### src/rtl/core/bspw_fifo.sv
// Small synchronous queue of flip-flops, used between front and back and
// at the result side. Depends on nothing.
`default_nettype none

module bspw_fifo #(
    parameter int Width = 8,
    parameter int Depth = 2
) (
    input  wire logic             clk,
    input  wire logic             rst_n,
    input  wire logic             push,
    input  wire logic [Width-1:0] wdata,
    output logic                  full,
    input  wire logic             pop,
    output logic [Width-1:0]      rdata,
    output logic                  empty
);

    localparam int PtrW = (Depth > 1) ? $clog2(Depth) : 1;
    localparam int CntW = $clog2(Depth + 1);

    logic [Width-1:0] mem [Depth];
    logic [PtrW-1:0]  wptr_reg, wptr_next;
    logic [PtrW-1:0]  rptr_reg, rptr_next;
    logic [CntW-1:0]  count_reg, count_next;
    logic             do_push, do_pop;

    assign full    = (count_reg == CntW'(Depth));
    assign empty   = (count_reg == '0);
    assign do_push = push && !full;
    assign do_pop  = pop && !empty;
    assign rdata   = mem[rptr_reg];

    always_comb
    begin
        wptr_next  = wptr_reg;
        rptr_next  = rptr_reg;
        count_next = count_reg;
        if (do_push)
        begin
            wptr_next = (wptr_reg == PtrW'(Depth - 1)) ? '0 : wptr_reg + 1'b1;
        end
        if (do_pop)
        begin
            rptr_next = (rptr_reg == PtrW'(Depth - 1)) ? '0 : rptr_reg + 1'b1;
        end
        if (do_push && !do_pop)
        begin
            count_next = count_reg + 1'b1;
        end
        else if (do_pop && !do_push)
        begin
            count_next = count_reg - 1'b1;
        end
    end

    always_ff @(posedge clk or negedge rst_n)
    begin
        if (!rst_n)
        begin
            wptr_reg  <= '0;
            rptr_reg  <= '0;
            count_reg <= '0;
        end
        else
        begin
            wptr_reg  <= wptr_next;
            rptr_reg  <= rptr_next;
            count_reg <= count_next;
        end
    end

    always_ff @(posedge clk)
    begin
        if (do_push)
        begin
            mem[wptr_reg] <= wdata;
        end
    end

endmodule

`default_nettype wire

### config.mk
export PLATFORM = sky130hd
export DESIGN_NAME = bspw_fifo
export DESIGN_NICKNAME = d
export VERILOG_FILES = /design/src/rtl/core/bspw_fifo.sv
export SDC_FILE = /design/constraint.sdc
export NUM_CORES = 1
export LEC_CHECK = 0
export BUFFER_PORTS_ARGS = -buffer_cell sky130_fd_sc_hd__buf_2
export CAP_MARGIN = 15
export CORE_UTILIZATION = 45
export DETAILED_ROUTE_END_ITERATION = 10
export PLACE_DENSITY = 0.78
export SYNTH_ARGS = -nofsm -noshare
export SYNTH_HDL_FRONTEND = slang
export SYNTH_SLANG_ARGS = --single-unit
### constraint.sdc
create_clock -name clk -period 2.6 [get_ports clk]
set_input_delay 0.26 -clock clk [delete_from_list [all_inputs] [get_ports clk]]
set_output_delay 0.26 -clock clk [all_outputs]
set_load 0.05 [all_outputs]
==> key figures <==
Drt
  – DRC errors left: 0
  – Routed WL: 1162 um
  – Initial DRC count: 6
  – DRT antenna net count: 0
  – WL per Instance: 13.67 um
  – Vias: 445
  – Vias per inst: 5.235
  – Drt first pass iters: 4

Global route
  – First-pass GRT wire length: 1766 um
  – Initial antenna violation count: 0
  – Met2 GRT Util: 20.90%
  – Pin count of the biggest net entering global routing: 12
  – Vias in the first global route: 432
  – Met3 Track Usage GR: 2.500%
  – GR peak layer: met2
  – Met1 usage in global routing: 17.18%
  – All-Layer GR Usage: 13.24%
  – Grt total ovfl: 0

Timing
  – Final setup margin: 0.8565 ns
  – Post-layout minimum cycle time: 1.744 ns
  – Slew HR: 55.08%
  – Setup TNS: 0 ns
  – Worst Skew: 0.004312 ns
  – Final Hold Vio Count: 0
  – RSZ-0062 raised after global routing: false
  – Period Utilization, post-route: 67.06%
  – Highest clock rate: 573.6 MHz
  – Slew at the pin closest to its max-slew limit: 0.6713 ns
  – Finish-stage setup viols: 0
  – Max-slew violation count: 0

Critical path
  – Setup CP Type: reg2out
  – CP max-delay cell: dfrtp_1
  – Worst EP required: 2.34 ns
  – Reg2Reg Capture Point: mem[0][6]$_DFFE_PP_
  – Critical Path, Cell by Cell: mux2_1 -> buf_2
  – Data arrival, critical path: 1.48 ns
  – R2R cell count: 3
  – R2R Path Start: count_reg[0]$_DFFE_PN0P_
  – Critical path fanouts, max: 9
  – Worst R2R Setup Slack: 0.96 ns
  – Worst setup EP type: primary output
  – CP peak stage delay: 0.60 ns
  – CP Launch Type: flop

Synth
  – Post-Syn Nets: 57
  – Syn avg cell area: 17.77 um2
  – Largest cells by area after synthesis: edfxtp_1 61%, dfrtp_1 13%, mux2_1 8.6%, mux2_2 2.9%, xnor2_1 2.2%
  – Post-Syn Area: 782.0 um2
  – Register area share after synthesis: 74.24%
  – Distinct cells, synth: 15
  – Ys Warns: 0
  – Yosys reg bits: 20
  – Cells after Synth: 44
  – Post-synth top area cell: edfxtp_1
  – Top cell type's share of synthesized area: 61.44%

Power and ir drop
  – Leak pwr: 0.3938 nW
  – IR drop worst, VDD: 621.7 uV
  – Pwr Density: 1292 nW/um2

CTS
  – Clock sink count: 20
  – CTS tree: built
  – H-tree lvl count: 1
  – Post-CTS setup buffer count: 0
  – Reg clk slew, reported paths: 0.11 ns
  – CTS Buffer Depth: 2
  – Root Driver: clkbuf_4
  – Clock Latency Late Sink: 0.29 ns
  – Num CTS Buffers: 3

Finish
  – Fill cells: 126
  – Layout area overhead: 20.00%
  – Final Util: 60.19%
  – Max reg flops: 16
  – Diode count: 0
  – Final nets: 83
  – Fin area: 938.4 um2
  – Layout cells sized above 1: 40.58%

Status
  – Outcome: finished, final reports clean

Die
  – Ports: 22
  – DIE HEIGHT: 43.69 um
  – Initial Utilization: 50.16%
  – Die Area: 1908 um2
  – CORE AREA: 1559 um2
  – Rows: 14
  – Die W: 43.69 um

Placement
  – Dpl ws: 0.9527 ns
  – Placer Congestion: 0.7459
  – DP HPWL: 831.9 um
  – # port buffers: 21
  – Placed Instance Area: 902.1 um2

Min path
  – Hold path depth: 1
  – Hold WC Path Type: in2reg
  – Hold path endpoint: mem[1][6]$_DFFE_PP_
  – Hold Startpoint: wdata[6]

Flow run
  – Max-cap viol count: 0
## cells in the mapped netlist
| library cell | number |
|---|---|
| xnor2_2 | 1 |
| xor2_1 | 2 |
| xnor2_1 | 2 |
| inv_1 | 2 |
| nand2b_1 | 1 |
| o21ai_1 | 1 |
| dfrtp_1 | 4 |
| edfxtp_1 | 16 |
| mux2_1 | 6 |
| buf_2 | 1 |
| ha_1 | 1 |
| mux2_2 | 2 |
| nor2_1 | 3 |
| nand2_2 | 1 |
| and3_1 | 1 |
## how the worst max path moves through the flow
stage,start,to,cells past startpoint,slack [ns]
floorplan,count_reg[0]$_DFFE_PN0P_,mem[0][0]$_DFFE_PP_,3,1.21
global placement,count_reg[0]$_DFFE_PN0P_,mem[0][7]$_DFFE_PP_,3,1.06
detailed placement,count_reg[0]$_DFFE_PN0P_,mem[0][0]$_DFFE_PP_,3,0.95
CTS,rptr_reg$_DFFE_PN0P_,rdata[7],2,0.84
global route,rptr_reg$_DFFE_PN0P_,rdata[3],2,0.79
finish,rptr_reg$_DFFE_PN0P_,rdata[4],2,0.86
## cell type report
cell class	count	area (um2)	share of cell area, %
tap	16	20.02	2.133
multi-input combinational	21	188.9	20.13
timing repair buffer	22	115.1	12.27
clock buffer	3	22.52	2.400
inverter	2	7.507	0.8000
clock inverter	1	3.754	0.4000
sequential	20	580.6	61.87
## placed cells by master (no fill, tap or decap), types with 2 or more instances in the layout
cell	n
mux2_2	2
xnor2_1	2
dfrtp_1	4
clkbuf_4	3
xor2_1	2
mux2_1	6
buf_2	21
edfxtp_1	16
nor2_1	3
inv_1	2
## timing repair
item / CTS / global route
hold buffers: 1 / 0
gates resized for setup: 0 / 0
hold endpoints to repair: 4 / 0
## cell families (layout without fill, tap and decap cells)
| logic type | after synthesis | count (layout) | share of synthesized area, % |
|---|---|---|---|
| muxes | 8 | 8 | 11.52 |
| adders and majority gates | 1 | 1 | 1.600 |
| buffers and inverters | 3 | 28 | 1.600 |
| DFF | 20 | 20 | 74.24 |
| and+or+nand+nor | 6 | 6 | 3.841 |
| xor gates and xnor gates | 5 | 5 | 6.561 |
| AOI/OAI and AO/OA | 1 | 1 | 0.6394 |
## per-layer routing
layer / vias to the layer above / wire length [um]
met5: - / 0
met4: 0 / 4
met3: 2 / 52
met2: 19 / 539
met1: 214 / 564
li1: 210 / -
## worst max-delay path: cells and delay by family, from the launching register on
family,cells,cell delay (ns)
buffers and inverters,1,0.22
DFF,1,0.60
muxes,1,0.38
## power by group
group	switching (mW)	total [mW]	internal [mW]
sequential	0.0730	0.521	0.448
clock	0.0871	0.143	0.0558
combinational	0.383	0.549	0.166
total	0.543	1.21	0.670
## per-stage QoR
step           std cells  power, mW  hold WS [ns]
6_report              85      1.213        0.1484
2_1_floorplan         44     0.9615      -0.03559
4_1_cts               85      1.223        0.1422
5_1_grt               85      1.275        0.1346
3_5_place_dp          80      1.078       0.06947
3_3_place_gp          80      1.062       0.06937
Note: power is estimated with default switching activity, not from simulation.
