### src/rtl/core/bspw_pkg.sv
// Shared types, constants and the conditional-mark function for the binary
// shrink pass window core. No dependencies.
`default_nettype none

package bspw_pkg;

    localparam int WIN_WIDTH = 25;
    localparam int BRD_WIDTH = 4;
    localparam int NB_COUNT  = 8;
    localparam int WIN_SIDE  = 5;

    // Border flag bit positions
    localparam int BRD_TOP    = 0;
    localparam int BRD_BOTTOM = 1;
    localparam int BRD_LEFT   = 2;
    localparam int BRD_RIGHT  = 3;

    localparam int MID_DEPTH_DEFAULT = 4;
    localparam int OUT_DEPTH_DEFAULT = 2;

    // Classified beat handed from front to back
    typedef struct packed {
        logic                centre;
        logic                cmark;
        logic [NB_COUNT-1:0] nmark;   // MSB top-left .. LSB bottom-right
    } mid_item_t;

    typedef struct packed {
        logic out_pixel;
        logic marked;
        logic changed;
    } result_t;

    // Bond: corners weigh 1, edge neighbours weigh 2
    function automatic logic [3:0] bond_of(input logic [NB_COUNT-1:0] code);
        logic [3:0] b;
        b = 4'({3'b000, code[7]} + {3'b000, code[5]} + {3'b000, code[2]}
               + {3'b000, code[0]})
          + 4'({2'b00, code[6], 1'b0} + {2'b00, code[4], 1'b0}
               + {2'b00, code[3], 1'b0} + {2'b00, code[1], 1'b0});
        return b;
    endfunction

    // True where the neighbour code hits a conditional shrink pattern
    function automatic logic cond_hit(input logic [NB_COUNT-1:0] code);
        logic [3:0] tb;
        case (code)
            8'd1, 8'd4, 8'd32, 8'd128:                               tb = 4'd1;
            8'd2, 8'd8, 8'd16, 8'd64:                                tb = 4'd2;
            8'd40, 8'd96, 8'd192, 8'd144, 8'd20, 8'd6, 8'd3, 8'd9:   tb = 4'd3;
            8'd41, 8'd224, 8'd148, 8'd7:                             tb = 4'd4;
            8'd200, 8'd73, 8'd112, 8'd42, 8'd104, 8'd208, 8'd22, 8'd11:
                                                                     tb = 4'd5;
            8'd201, 8'd116, 8'd232, 8'd105, 8'd240,
            8'd212, 8'd150, 8'd23, 8'd15, 8'd43:                     tb = 4'd6;
            8'd233, 8'd244, 8'd151, 8'd47:                           tb = 4'd7;
            8'd107, 8'd248, 8'd214, 8'd31:                           tb = 4'd8;
            8'd235, 8'd111, 8'd252, 8'd249, 8'd246, 8'd215, 8'd159, 8'd63:
                                                                     tb = 4'd9;
            8'd239, 8'd253, 8'd247, 8'd191:                          tb = 4'd10;
            default:                                                 tb = 4'd0;
        endcase
        return (tb != 4'd0) && (tb == bond_of(code));
    endfunction

endpackage

`default_nettype wire

### src/rtl/core/bspw_back.sv
// Back end: applies the unconditional shrink masks to the neighbour marks
// and forms the result beat. Depends on bspw_pkg.
`default_nettype none

module bspw_back (
    input  wire logic                 clk,
    input  wire logic                 rst_n,
    input  wire logic                 in_valid,
    output logic                      in_ready,
    input  wire bspw_pkg::mid_item_t  in_item,
    output logic                      out_valid,
    input  wire logic                 out_ready,
    output bspw_pkg::result_t         out_res
);

    logic [bspw_pkg::NB_COUNT-1:0] m;
    logic                          hit;
    logic                          pix;
    bspw_pkg::result_t             res_next, res_reg;
    logic                          valid_reg, valid_next;
    logic                          take;

    // m[0] is top-left, m[7] bottom-right
    always_comb
    begin
        for (int k = 0; k < bspw_pkg::NB_COUNT; k++)
        begin
            m[k] = in_item.nmark[bspw_pkg::NB_COUNT - 1 - k];
        end
    end

    always_comb
    begin
        hit = 1'b0;
        // spur and single 4-connection
        if (in_item.nmark == 8'd32 || in_item.nmark == 8'd128
            || in_item.nmark == 8'd2 || in_item.nmark == 8'd8)
            hit = 1'b1;
        // 4-connected offset
        if (in_item.nmark == 8'd112 || in_item.nmark == 8'd200
            || in_item.nmark == 8'd73 || in_item.nmark == 8'd42)
            hit = 1'b1;
        // spur corner cluster
        if (!m[0] && !m[3] && !m[6] && !m[7] && m[2] && m[5] && (m[1] || m[4])) hit = 1'b1;
        if (!m[2] && !m[4] && !m[5] && !m[6] && m[0] && m[7] && (m[1] || m[3])) hit = 1'b1;
        if (!m[0] && !m[1] && !m[4] && !m[7] && m[2] && m[5] && (m[3] || m[6])) hit = 1'b1;
        if (!m[1] && !m[2] && !m[3] && !m[5] && m[0] && m[7] && (m[4] || m[6])) hit = 1'b1;
        // corner cluster
        if (m[0] && m[1] && m[3]) hit = 1'b1;
        // tee branch
        if (!m[2] && !m[6] && !m[7] && m[1] && m[3] && m[4]) hit = 1'b1;
        if (!m[0] && !m[5] && !m[6] && m[1] && m[3] && m[4]) hit = 1'b1;
        if (!m[0] && !m[1] && !m[5] && m[6] && m[3] && m[4]) hit = 1'b1;
        if (!m[1] && !m[2] && !m[7] && m[6] && m[3] && m[4]) hit = 1'b1;
        if (!m[4] && !m[5] && !m[7] && m[1] && m[3] && m[6]) hit = 1'b1;
        if (!m[0] && !m[2] && !m[4] && m[1] && m[3] && m[6]) hit = 1'b1;
        if (!m[0] && !m[2] && !m[3] && m[1] && m[4] && m[6]) hit = 1'b1;
        if (!m[3] && !m[5] && !m[7] && m[1] && m[4] && m[6]) hit = 1'b1;
        // vee branch
        if (m[0] && m[2] && (m[5] || m[6] || m[7])) hit = 1'b1;
        if (m[0] && m[5] && (m[2] || m[4] || m[7])) hit = 1'b1;
        if (m[5] && m[7] && (m[0] || m[1] || m[2])) hit = 1'b1;
        if (m[2] && m[7] && (m[0] || m[3] || m[5])) hit = 1'b1;
        // diagonal branch
        if (m[1] && m[4] && m[5] && !m[2] && !m[3] && !m[6]) hit = 1'b1;
        if (m[1] && m[3] && m[7] && !m[0] && !m[4] && !m[6]) hit = 1'b1;
        if (m[2] && m[3] && m[6] && !m[1] && !m[4] && !m[5]) hit = 1'b1;
        if (m[0] && m[4] && m[6] && !m[1] && !m[3] && !m[7]) hit = 1'b1;
    end

    // Keep a marked centre only on a mask hit
    assign pix = in_item.cmark ? hit : in_item.centre;

    assign res_next.out_pixel = pix;
    assign res_next.marked    = in_item.cmark;
    assign res_next.changed   = pix ^ in_item.centre;

    assign in_ready  = !valid_reg || out_ready;
    assign take      = in_valid && in_ready;
    assign out_valid = valid_reg;
    assign out_res   = res_reg;

    always_comb
    begin
        valid_next = valid_reg;
        if (take)
        begin
            valid_next = 1'b1;
        end
        else if (out_ready)
        begin
            valid_next = 1'b0;
        end
    end

    always_ff @(posedge clk or negedge rst_n)
    begin
        if (!rst_n)
        begin
            valid_reg <= 1'b0;
        end
        else
        begin
            valid_reg <= valid_next;
        end
    end

    always_ff @(posedge clk)
    begin
        if (take)
        begin
            res_reg <= res_next;
        end
    end

endmodule

`default_nettype wire
### config.mk
export PLATFORM = sky130hd
export DESIGN_NAME = bspw_back
export DESIGN_NICKNAME = d
export VERILOG_FILES = /design/src/rtl/core/bspw_pkg.sv /design/src/rtl/core/bspw_back.sv
export SDC_FILE = /design/constraint.sdc
export NUM_CORES = 1
export LEC_CHECK = 0
export BUFFER_PORTS_ARGS = -buffer_cell sky130_fd_sc_hd__buf_2
export CAP_MARGIN = 20
export CORE_AREA = 2 2 39 41
export CTS_BUF_LIST = sky130_fd_sc_hd__clkbuf_16
export CTS_CLUSTER_SIZE = 16
export DETAILED_ROUTE_END_ITERATION = 10
export DIE_AREA = 0 0 41 43
export GPL_TIMING_DRIVEN = 0
export PLACE_DENSITY = 0.72
export SLEW_MARGIN = 40
export SYNTH_ARGS = -nofsm -noshare
export SYNTH_HDL_FRONTEND = slang
export SYNTH_SLANG_ARGS = --single-unit
### constraint.sdc
create_clock -name clk -period 1.5 [get_ports clk]
set_input_delay 0 -clock clk [delete_from_list [all_inputs] [get_ports clk]]
set_output_delay 0 -clock clk [all_outputs]
set_load 0.05 [all_outputs]
==> impl_metrics.tcl, run 1 <==
set metrics [dict create \
    outcome "complete, but fails checks" \
    violations "negative setup slack" \
    die_area_um2 1760 \
    antenna_found_initial 0 \
    met3_usage 0.0471 \
    core_um2 1380 \
    gp_congestion 0.805 \
    drc 0 \
    grt_first_pass_wirelength_um 3120 \
    hpwl_um 1140 \
    use_met2 0.413 \
    cts.clk_slew.worst_paths_ps 30 \
    cp_max_fo 5 \
    wire_per_inst_um 15.6 \
    cts_buffers 3 \
    gr-total-overflow 0 \
    die_h_um 43 \
    drt_first_pass_iters 4 \
    vias_per_cell 6.20 \
    holdWs_ps 59.1 \
    nNetsFinal 122 \
    met1_usage 0.330 \
    clock_path_buffers 2 \
    diodes 0 \
    grt_pass1_vias 702 \
    ys_seq_area_frac 0.190 \
    crit_path_end_kind "flip-flop" \
    clock_skew_ps 3.50 \
    hold_viol_final 0 \
    htree_levels 1 \
    grt_use_total 0.252 \
    ys_warn_count 0 \
    arrival_ps 1700 \
    tns_ps -297 \
    insertion_delay_ps 220 \
    rsz0062_at_grt "yes" \
    worst_ep_required_time_ps 1460 \
    fmax_mhz 576 \
    fin_ws_ps -235 \
    antenna_left 0 \
    cp-start-kind "input pin" \
    critPathKind "input pin to flip-flop" \
    ys_seq_elements 4 \
    cap_violations 0 \
    postRouteWirelength_um 1920 \
    drtIter0Drc 51 \
    io_pins 19 \
    min_period_over_period 1.16 \
    ir_drop_uv 547 \
    p_total_mw 0.791 \
    vias 762 \
    hold_path.class "input pin to flip-flop" \
    power.leakage_nw 0.364 \
    die_x_um 41 \
    drive_gt1_frac 0.421 \
    grt.busiest_layer "met2" \
    cts_sinks 4 \
    r2r_setup_slack_ps 520 \
    synthesis.area_um2 607 \
    area_delta_synth_final_pct 55.1 \
    netlist_instances 77 \
    num_rows 14 \
    synth.distinct_cells 40 \
    relSlewSlack 0.773 \
    fin_crit_ps 1740 \
    clock-root-buffer "clkbuf_16" \
    io_buffer_count 18 \
    syn_nets 91 \
    finalSetupViolCount 2 \
    grt_max_degree 11 \
    initial_core_util 0.439 \
    powerDensity_nw_per_um2 841 \
    slew_violations 0 \
    worst_pin_slew_ps 338 \
    synth_area_per_cell_um2 7.88 \
    cts_tree "done" \
]
-- cell type report --
| type | instances | area, µm² |
|---|---|---|
| plain buffers | 8 | 78.8 |
| clock buffers | 3 | 75.1 |
| clock inverters | 1 | 3.75 |
| fillers | 110 | 443 |
| inverters | 1 | 3.75 |
| multi-input cells | 64 | 474 |
| flip-flops and latches | 4 | 115 |
| well taps | 16 | 20.0 |
| repair buffers | 26 | 170 |
-- cells in the mapped netlist, drive strengths merged --
| cell | count | area share |
|---|---|---|
| o221a | 1 | 0.019 |
| a211o | 1 | 0.014 |
| o22ai | 3 | 0.031 |
| or4 | 4 | 0.056 |
| nor2 | 7 | 0.047 |
| nand2 | 5 | 0.031 |
| nor3 | 1 | 0.0082 |
| nand3b | 2 | 0.025 |
| a21oi | 4 | 0.033 |
| mux2 | 1 | 0.019 |
| o31ai | 2 | 0.025 |
| nand2b | 5 | 0.052 |
| or3 | 1 | 0.010 |
| nor2b | 4 | 0.041 |
| and2 | 1 | 0.010 |
| a41oi | 1 | 0.014 |
| nor4b | 2 | 0.054 |
| nand4 | 3 | 0.031 |
| dfrtp | 1 | 0.041 |
| o211ai | 1 | 0.012 |
| o311ai | 1 | 0.014 |
| nor4 | 1 | 0.010 |
| clkbuf | 1 | 0.0062 |
| nand4b | 2 | 0.029 |
| o2111ai | 1 | 0.014 |
| or2 | 1 | 0.010 |
| o21ai | 2 | 0.023 |
| a211oi | 3 | 0.037 |
| o21a | 2 | 0.025 |
| a311oi | 1 | 0.014 |
| inv | 1 | 0.0062 |
| edfxtp | 3 | 0.15 |
| buf | 7 | 0.072 |
| and4b | 1 | 0.016 |
-- metal layers --
metal / routed length [µm] / vias up
met4: 17 / 0
met5: 0 / -
li1: - / 362
met1: 802 / 349
met3: 115 / 4
met2: 988 / 47
-- state kept, by name, indices dropped and copies added, names as in the netlist --
name / count
out_valid: 1
out_res: 3
-- path summary, 6_finish.rpt --
kind                       startpoint         end  cells after the start
max                        in_item[2]  out_res[0]                      7
min                         out_ready   out_valid                      3
max reg2reg                 out_valid  out_res[0]                      2
min reg2reg                 out_valid   out_valid                      2
max in group asynchronous       rst_n   out_valid                      2
min in group asynchronous       rst_n   out_valid                      2
-- stage by stage --
| stage | instances | cell area, µm² | util | setup WS, ps |
|---|---|---|---|---|
| after floorplan | 77 | 616 | - | -280 |
| after global placement | 111 | 726 | 0.524 | -523 |
| after detailed placement | 111 | 726 | 0.524 | -509 |
| after CTS | 123 | 913 | 0.660 | -206 |
| after global routing | 123 | 941 | 0.680 | -282 |
| final | 123 | 941 | 0.680 | -235 |
-- cell usage in the layout (no fill, tap or decap), types with 3 or more instances in the layout --
master and n:
a21oi_1 3, nor2_1 5, o22ai_1 3, or4_1 3
buf_4 10, nor2b_1 4, clkbuf_16 3, buf_6 3
buf_2 16, nand2_1 4, edfxtp_1 3, dlygate4sd3_1 3
nand2b_1 4, nand4_1 3
-- critical path: stages --
cell,delay (ps)
buf_8,100
buf_6,120
o311ai_4,210
nand4_1,130
or4_4,510
nor4b_4,260
mux2_1,350
-- logic make-up (layout without fill, tap and decap cells) --
| family | Yosys count | in the layout | synth area share |
|---|---|---|---|
| flip-flops | 4 | 4 | 0.190 |
| AO/OA/AOI/OAI | 23 | 23 | 0.276 |
| AND/OR/NAND/NOR | 40 | 40 | 0.431 |
| multiplexers | 1 | 1 | 0.0186 |
| buffers and inverters | 9 | 39 | 0.0845 |
-- what timing repair did --
| item | 4_1_cts | 5_1_grt |
|---|---|---|
| gates resized for setup | 14 | 9 |
| buffers inserted | 4 | 1 |
| endpoints found under the setup margin | 2 | 2 |
| gates cloned | 1 | 0 |
| pin swaps | 3 | 0 |
| hold buffers | 3 | 0 |
| endpoints found under the hold margin | 3 | 0 |
-- where the power goes --
part | internal [mW] | leakage [nW] | switching (mW)
logic | 0.100 | 0.283 | 0.134
registers | 0.129 | 0.0393 | 0.00191
clock network | 0.345 | 0.0423 | 0.0808
total | 0.574 | 0.364 | 0.217
No activity file was read; power rests on OpenSTA's default activity.
==> run 2: changes to the inputs <==
--- a/config.mk
+++ b/config.mk
@@ -9,3 +9,4 @@
 export CAP_MARGIN = 20
-export CORE_AREA = 2 2 39 41
+export CORE_MARGIN = 2
+export CORE_UTILIZATION = 30
 export CTS_BUF_LIST = sky130_fd_sc_hd__clkbuf_16
@@ -13,5 +14,3 @@
 export DETAILED_ROUTE_END_ITERATION = 10
-export DIE_AREA = 0 0 41 43
 export GPL_TIMING_DRIVEN = 0
-export PLACE_DENSITY = 0.72
 export SLEW_MARGIN = 40
==> constraint.sdc (replaced) <==
create_clock -name clk -period 1.5 [get_ports clk]
set_input_delay 0.3 -clock clk [delete_from_list [all_inputs] [get_ports clk]]
set_output_delay 0.3 -clock clk [all_outputs]
set_load 0.05 [all_outputs]
==> impl_metrics.tcl, run 2 (synthesis results as in run 1) <==
set metrics [dict create \
    fmax_mhz 499 \
    io_pins 19 \
    met1_usage 0.208 \
    met3_usage 0.0429 \
    cts_buffers 3 \
    worst_pin_slew_ps 308 \
    vias_per_cell 5.57 \
    die_h_um 49.0 \
    vias 757 \
    clock_skew_ps 1.54 \
    area_delta_synth_final_pct 71.1 \
    antenna_left 0 \
    htree_levels 1 \
    p_total_mw 0.820 \
    powerDensity_nw_per_um2 790 \
    num_rows 16 \
    drt_first_pass_iters 4 \
    drc 0 \
    cp_slowest_cell "or4_4" \
    die_x_um 49.0 \
    grt_max_degree 11 \
    arrival_ps 1970 \
    clock-root-buffer "clkbuf_16" \
    core_um2 1940 \
    wire_per_inst_um 14.4 \
    diodes 0 \
    die_area_um2 2400 \
    final_common_cell "buf_2" \
    path_cells "buf_4 > buf_8 > a211oi_2 > o21a_1 > or4_4 > nor4b_4 > mux2_1" \
    slew_violations 0 \
    gp_congestion 0.769 \
    ir_drop_uv 470 \
    grt_use_total 0.178 \
    violations "negative setup slack" \
    layout_common_cells "13 x buf_2, 11 x buf_4" \
    final_core_util 0.535 \
    hold_viol_final 0 \
    worst_ep_required_time_ps 1470 \
    power.leakage_nw 0.401 \
    max_stage_delay_ps 540 \
    largest_reg_flops 3 \
    gr-total-overflow 0 \
    hpwl_um 1230 \
    postRouteWirelength_um 1950 \
    r2r_setup_slack_ps 530 \
    fin_ws_ps -504 \
    grt.busiest_layer "met2" \
    rsz0062_at_grt "yes" \
    drive_gt1_frac 0.477 \
    outcome "complete, but fails checks" \
    hold_path.class "input pin to flip-flop" \
    grt_pass1_vias 740 \
    cp_max_fo 10 \
    critPathKind "input pin to flip-flop" \
    relSlewSlack 0.792 \
    initial_core_util 0.313 \
    min_period_over_period 1.34 \
    cts_sinks 4 \
    cp-start-kind "input pin" \
    fin_crit_ps 2000 \
    nNetsFinal 124 \
    grt_first_pass_wirelength_um 3330 \
    use_met2 0.292 \
    crit_path_end_kind "flip-flop" \
    insertion_delay_ps 230 \
    cap_violations 0 \
    cts.clk_slew.worst_paths_ps 30 \
    clock_path_buffers 2 \
    cts_tree "done" \
    drtIter0Drc 25 \
    antenna_found_initial 0 \
    finalSetupViolCount 2 \
    io_buffer_count 18 \
]
run 2: per-layer routing:
metal | vias to the layer above | part of all wire
met5 | - | 0
met4 | 0 | 0.029
met3 | 9 | 0.055
met2 | 30 | 0.52
met1 | 351 | 0.39
li1 | 367 | -
run 2: what timing repair did:
action | in CTS | in global routing
resized for setup | 18 | 11
hold buffers | 1 | 0
setup buffers | 6 | 2
setup endpoints to repair | 2 | 2
pin swaps | 5 | 0
endpoints found under the hold margin | 1 | 0
cloned | 1 | 0
run 2: worst max-delay path, delay by kind of cell:
family | cells | cell delay [ps]
mux | 1 | 350
buf+inv | 2 | 300
simple gates | 2 | 790
compound gates | 2 | 230
run 2: per-stage QoR:
stage / instances / setup TNS [ps] / setup WS [ps] / cell area (µm²) / hold slack, ps
floorplan: 77 / -793 / -537 / 638 / 4.41
global placement: 122 / -1300 / -787 / 762 / 74.7
detailed placement: 122 / -1300 / -791 / 762 / 80.2
CTS: 134 / -810 / -492 / 988 / 283
global route: 136 / -948 / -560 / 1040 / 293
finish: 136 / -833 / -504 / 1040 / 282
run 2: layout make-up:
type                       instances  area, µm²
clock inverter                     1       3.75
fill                             180        903
buffer                             8       90.1
inverter                           1       3.75
timing repair buffer              28        233
sequential                         4        115
multi-input combinational         64        484
clock buffer                       3       75.1
tap                               27       33.8
run 2: worst paths after layout:
kind,from,end,depth (start not counted)
max in group asynchronous,rst_n,out_valid,2
min reg2reg,out_valid,out_valid,2
max,in_item[1],out_res[0],7
min in group asynchronous,rst_n,out_valid,2
min,in_valid,out_valid,2
max reg2reg,out_valid,out_res[0],2
run 2: power breakdown:
group          switching [mW]  internal, mW  total, mW
Sequential            0.00257         0.129      0.132
Clock                  0.0836         0.345      0.428
Combinational           0.138         0.122      0.260
==> run 3: changes to the inputs <==
ABC_AREA = 1   (was not set)
SLEW_MARGIN = 20   (was 40)
==> impl_metrics.tcl, run 3 <==
set metrics [dict create \
    htree_levels 1 \
    ys_seq_elements 4 \
    largest_reg_flops 3 \
    wire_per_inst_um 10.5 \
    powerDensity_nw_per_um2 811 \
    outcome "finished clean" \
    synthesis.area_um2 741 \
    fin_cells 196 \
    diodes 0 \
    vias_per_cell 4.77 \
    ys_warn_count 0 \
    placed_area_um2 843 \
    relSlewSlack 0.769 \
    num_rows 18 \
    cp-start-kind "input pin" \
    synth_top_area_share 0.304 \
    cap_violations 0 \
    die_x_um 53.7 \
    final_common_cell "nand2_1" \
    finalSetupViolCount 0 \
    synth.distinct_cells 20 \
    yosys-top-cells-area "nand2_1 30%, nor2_1 17%, edfxtp_1 12%, inv_1 7.1%, nand3_1 6.1%" \
    final_core_util 0.391 \
    nNetsFinal 181 \
    synth_area_per_cell_um2 5.00 \
    ys_seq_area_frac 0.155 \
    power.leakage_nw 0.545 \
    cts_buffers 3 \
    die_h_um 53.7 \
    layout_common_cells "60 x nand2_1, 32 x nor2_1, 15 x inv_1, 13 x buf_2, 9 x nand3_1" \
    die_area_um2 2880 \
    hpwl_um 1610 \
    place_inst 191 \
    synth_common_cells "60 x nand2_1, 34 x nor2_1, 14 x inv_1" \
    async_flop_share 0.250 \
    synth_most_common_cell "nand2_1" \
    gr-total-overflow 0 \
    fmax_mhz 736 \
    netlist_instances 148 \
    seq_area_um2 115 \
    insertion_delay_ps 230 \
    syn_nets 162 \
    fin_ws_ps 142 \
    drive_gt1_frac 0.217 \
    io_pins 19 \
    crit_path_end_kind "flip-flop" \
    hold_viol_final 0 \
    grt_max_degree 11 \
    vias 935 \
    drt_first_pass_iters 4 \
    worst_ep_required_time_ps 1480 \
    cts_sinks 4 \
    cts.clk_slew.worst_paths_ps 30 \
    postRouteWirelength_um 2050 \
    synth_edf_count 3 \
    fin_crit_ps 1360 \
    clock_skew_ps 5.73 \
    antenna_left 0 \
    grt_first_pass_wirelength_um 3490 \
    area_delta_synth_final_pct 27.2 \
    core_um2 2410 \
    cts_tree "done" \
    slew_violations 0 \
    antenna_found_initial 0 \
    tns_ps 0 \
    initial_core_util 0.307 \
    p_total_mw 0.764 \
    clock_path_buffers 2 \
    clock-root-buffer "clkbuf_16" \
    grt_pass1_vias 834 \
    io_buffer_count 13 \
    ir_drop_uv 530 \
    postLayoutCellArea_um2 942 \
    n_fill_cell 259 \
    drc 0 \
    drtIter0Drc 12 \
    min_period_over_period 0.905 \
    gp_congestion 0.874 \
    synth_flop_cell "edfxtp_1" \
    yosys.area.top_type "nand2_1" \
    holdWs_ps 279 \
    pre_cts_ws_ps -153 \
    arrival_ps 1330 \
    critPathKind "input pin to flip-flop" \
    worst_pin_slew_ps 347 \
    hold_path.class "input pin to flip-flop" \
    grt_use_total 0.164 \
    cp_max_fo 10 \
    rsz0062_at_grt "no" \
    multi_input_area_um2 507 \
]
[run 3: changes by cell type after synthesis, moves of 3 or more]
cell,change
nor2_1,+28
nor2b_1,-4
a21oi_1,-3
inv_1,+13
buf_2,-5
a211oi_1,-3
nand3_1,+9
nand2b_1,-5
buf_4,+4
nand2_2,+4
nand2_1,+55
or4_1,-3
inv_2,+4
[run 3: path summary, 6_finish.rpt]
| check | startpoint | to | slack, ps | depth (start not counted) |
|---|---|---|---|---|
| setup / recovery | in_item[6] | out_res[0] | 140 | 12 |
| hold / removal | in_valid | out_valid | 280 | 3 |
| setup reg to reg | out_valid | out_res[0] | 460 | 1 |
| hold reg to reg | out_valid | out_valid | 510 | 2 |
| max in group asynchronous | rst_n | out_valid | 1030 | 2 |
| min in group asynchronous | rst_n | out_valid | 390 | 2 |
[run 3: final cells by class]
type                       count  area share
inverter                      20      0.0850
timing repair buffer          14      0.0797
multi-input combinational    118       0.538
clock inverter                 1     0.00398
buffer                         6      0.0518
tap                           30      0.0398
sequential                     4       0.122
clock buffer                   3      0.0797
[run 3: where the power goes]
group | switching, mW | internal, mW | total (mW)
Combinational | 0.142 | 0.0660 | 0.208
Clock | 0.0810 | 0.345 | 0.425
Sequential | 0.00221 | 0.129 | 0.131
Total | 0.225 | 0.540 | 0.764
[run 3: repair_timing]
action | in CTS | in global routing
setup buffers | 0 | 0
setup endpoints to repair | 0 | 2
hold endpoints to repair | 1 | 0
gates resized for setup | 0 | 3
hold buffers | 1 | 0
[run 3: worst max-delay path, stage by stage]
cell     delay [ps]
buf_2           100
buf_4           170
nor2_1          110
nor2_1           50
nand2_1          60
nand2_1          50
nor2_1           80
nand2_1          80
nor2_2          130
nand3_1          90
nand3_1          80
nand2_1          50
[run 3: routing by layer]
layer  GRT usage  routed length (µm)
met4      0.0513                  14
met5           0                   0
met2       0.274                1010
met3      0.0250                 145
met1       0.215                 884
[run 3: logic make-up (layout without fill, tap and decap cells)]
kind of cell / Yosys count / after routing / synth area share
compound gates: 5 / 5 / 0.0456
buf+inv: 26 / 44 / 0.174
flops: 4 / 4 / 0.155
simple gates: 113 / 113 / 0.625
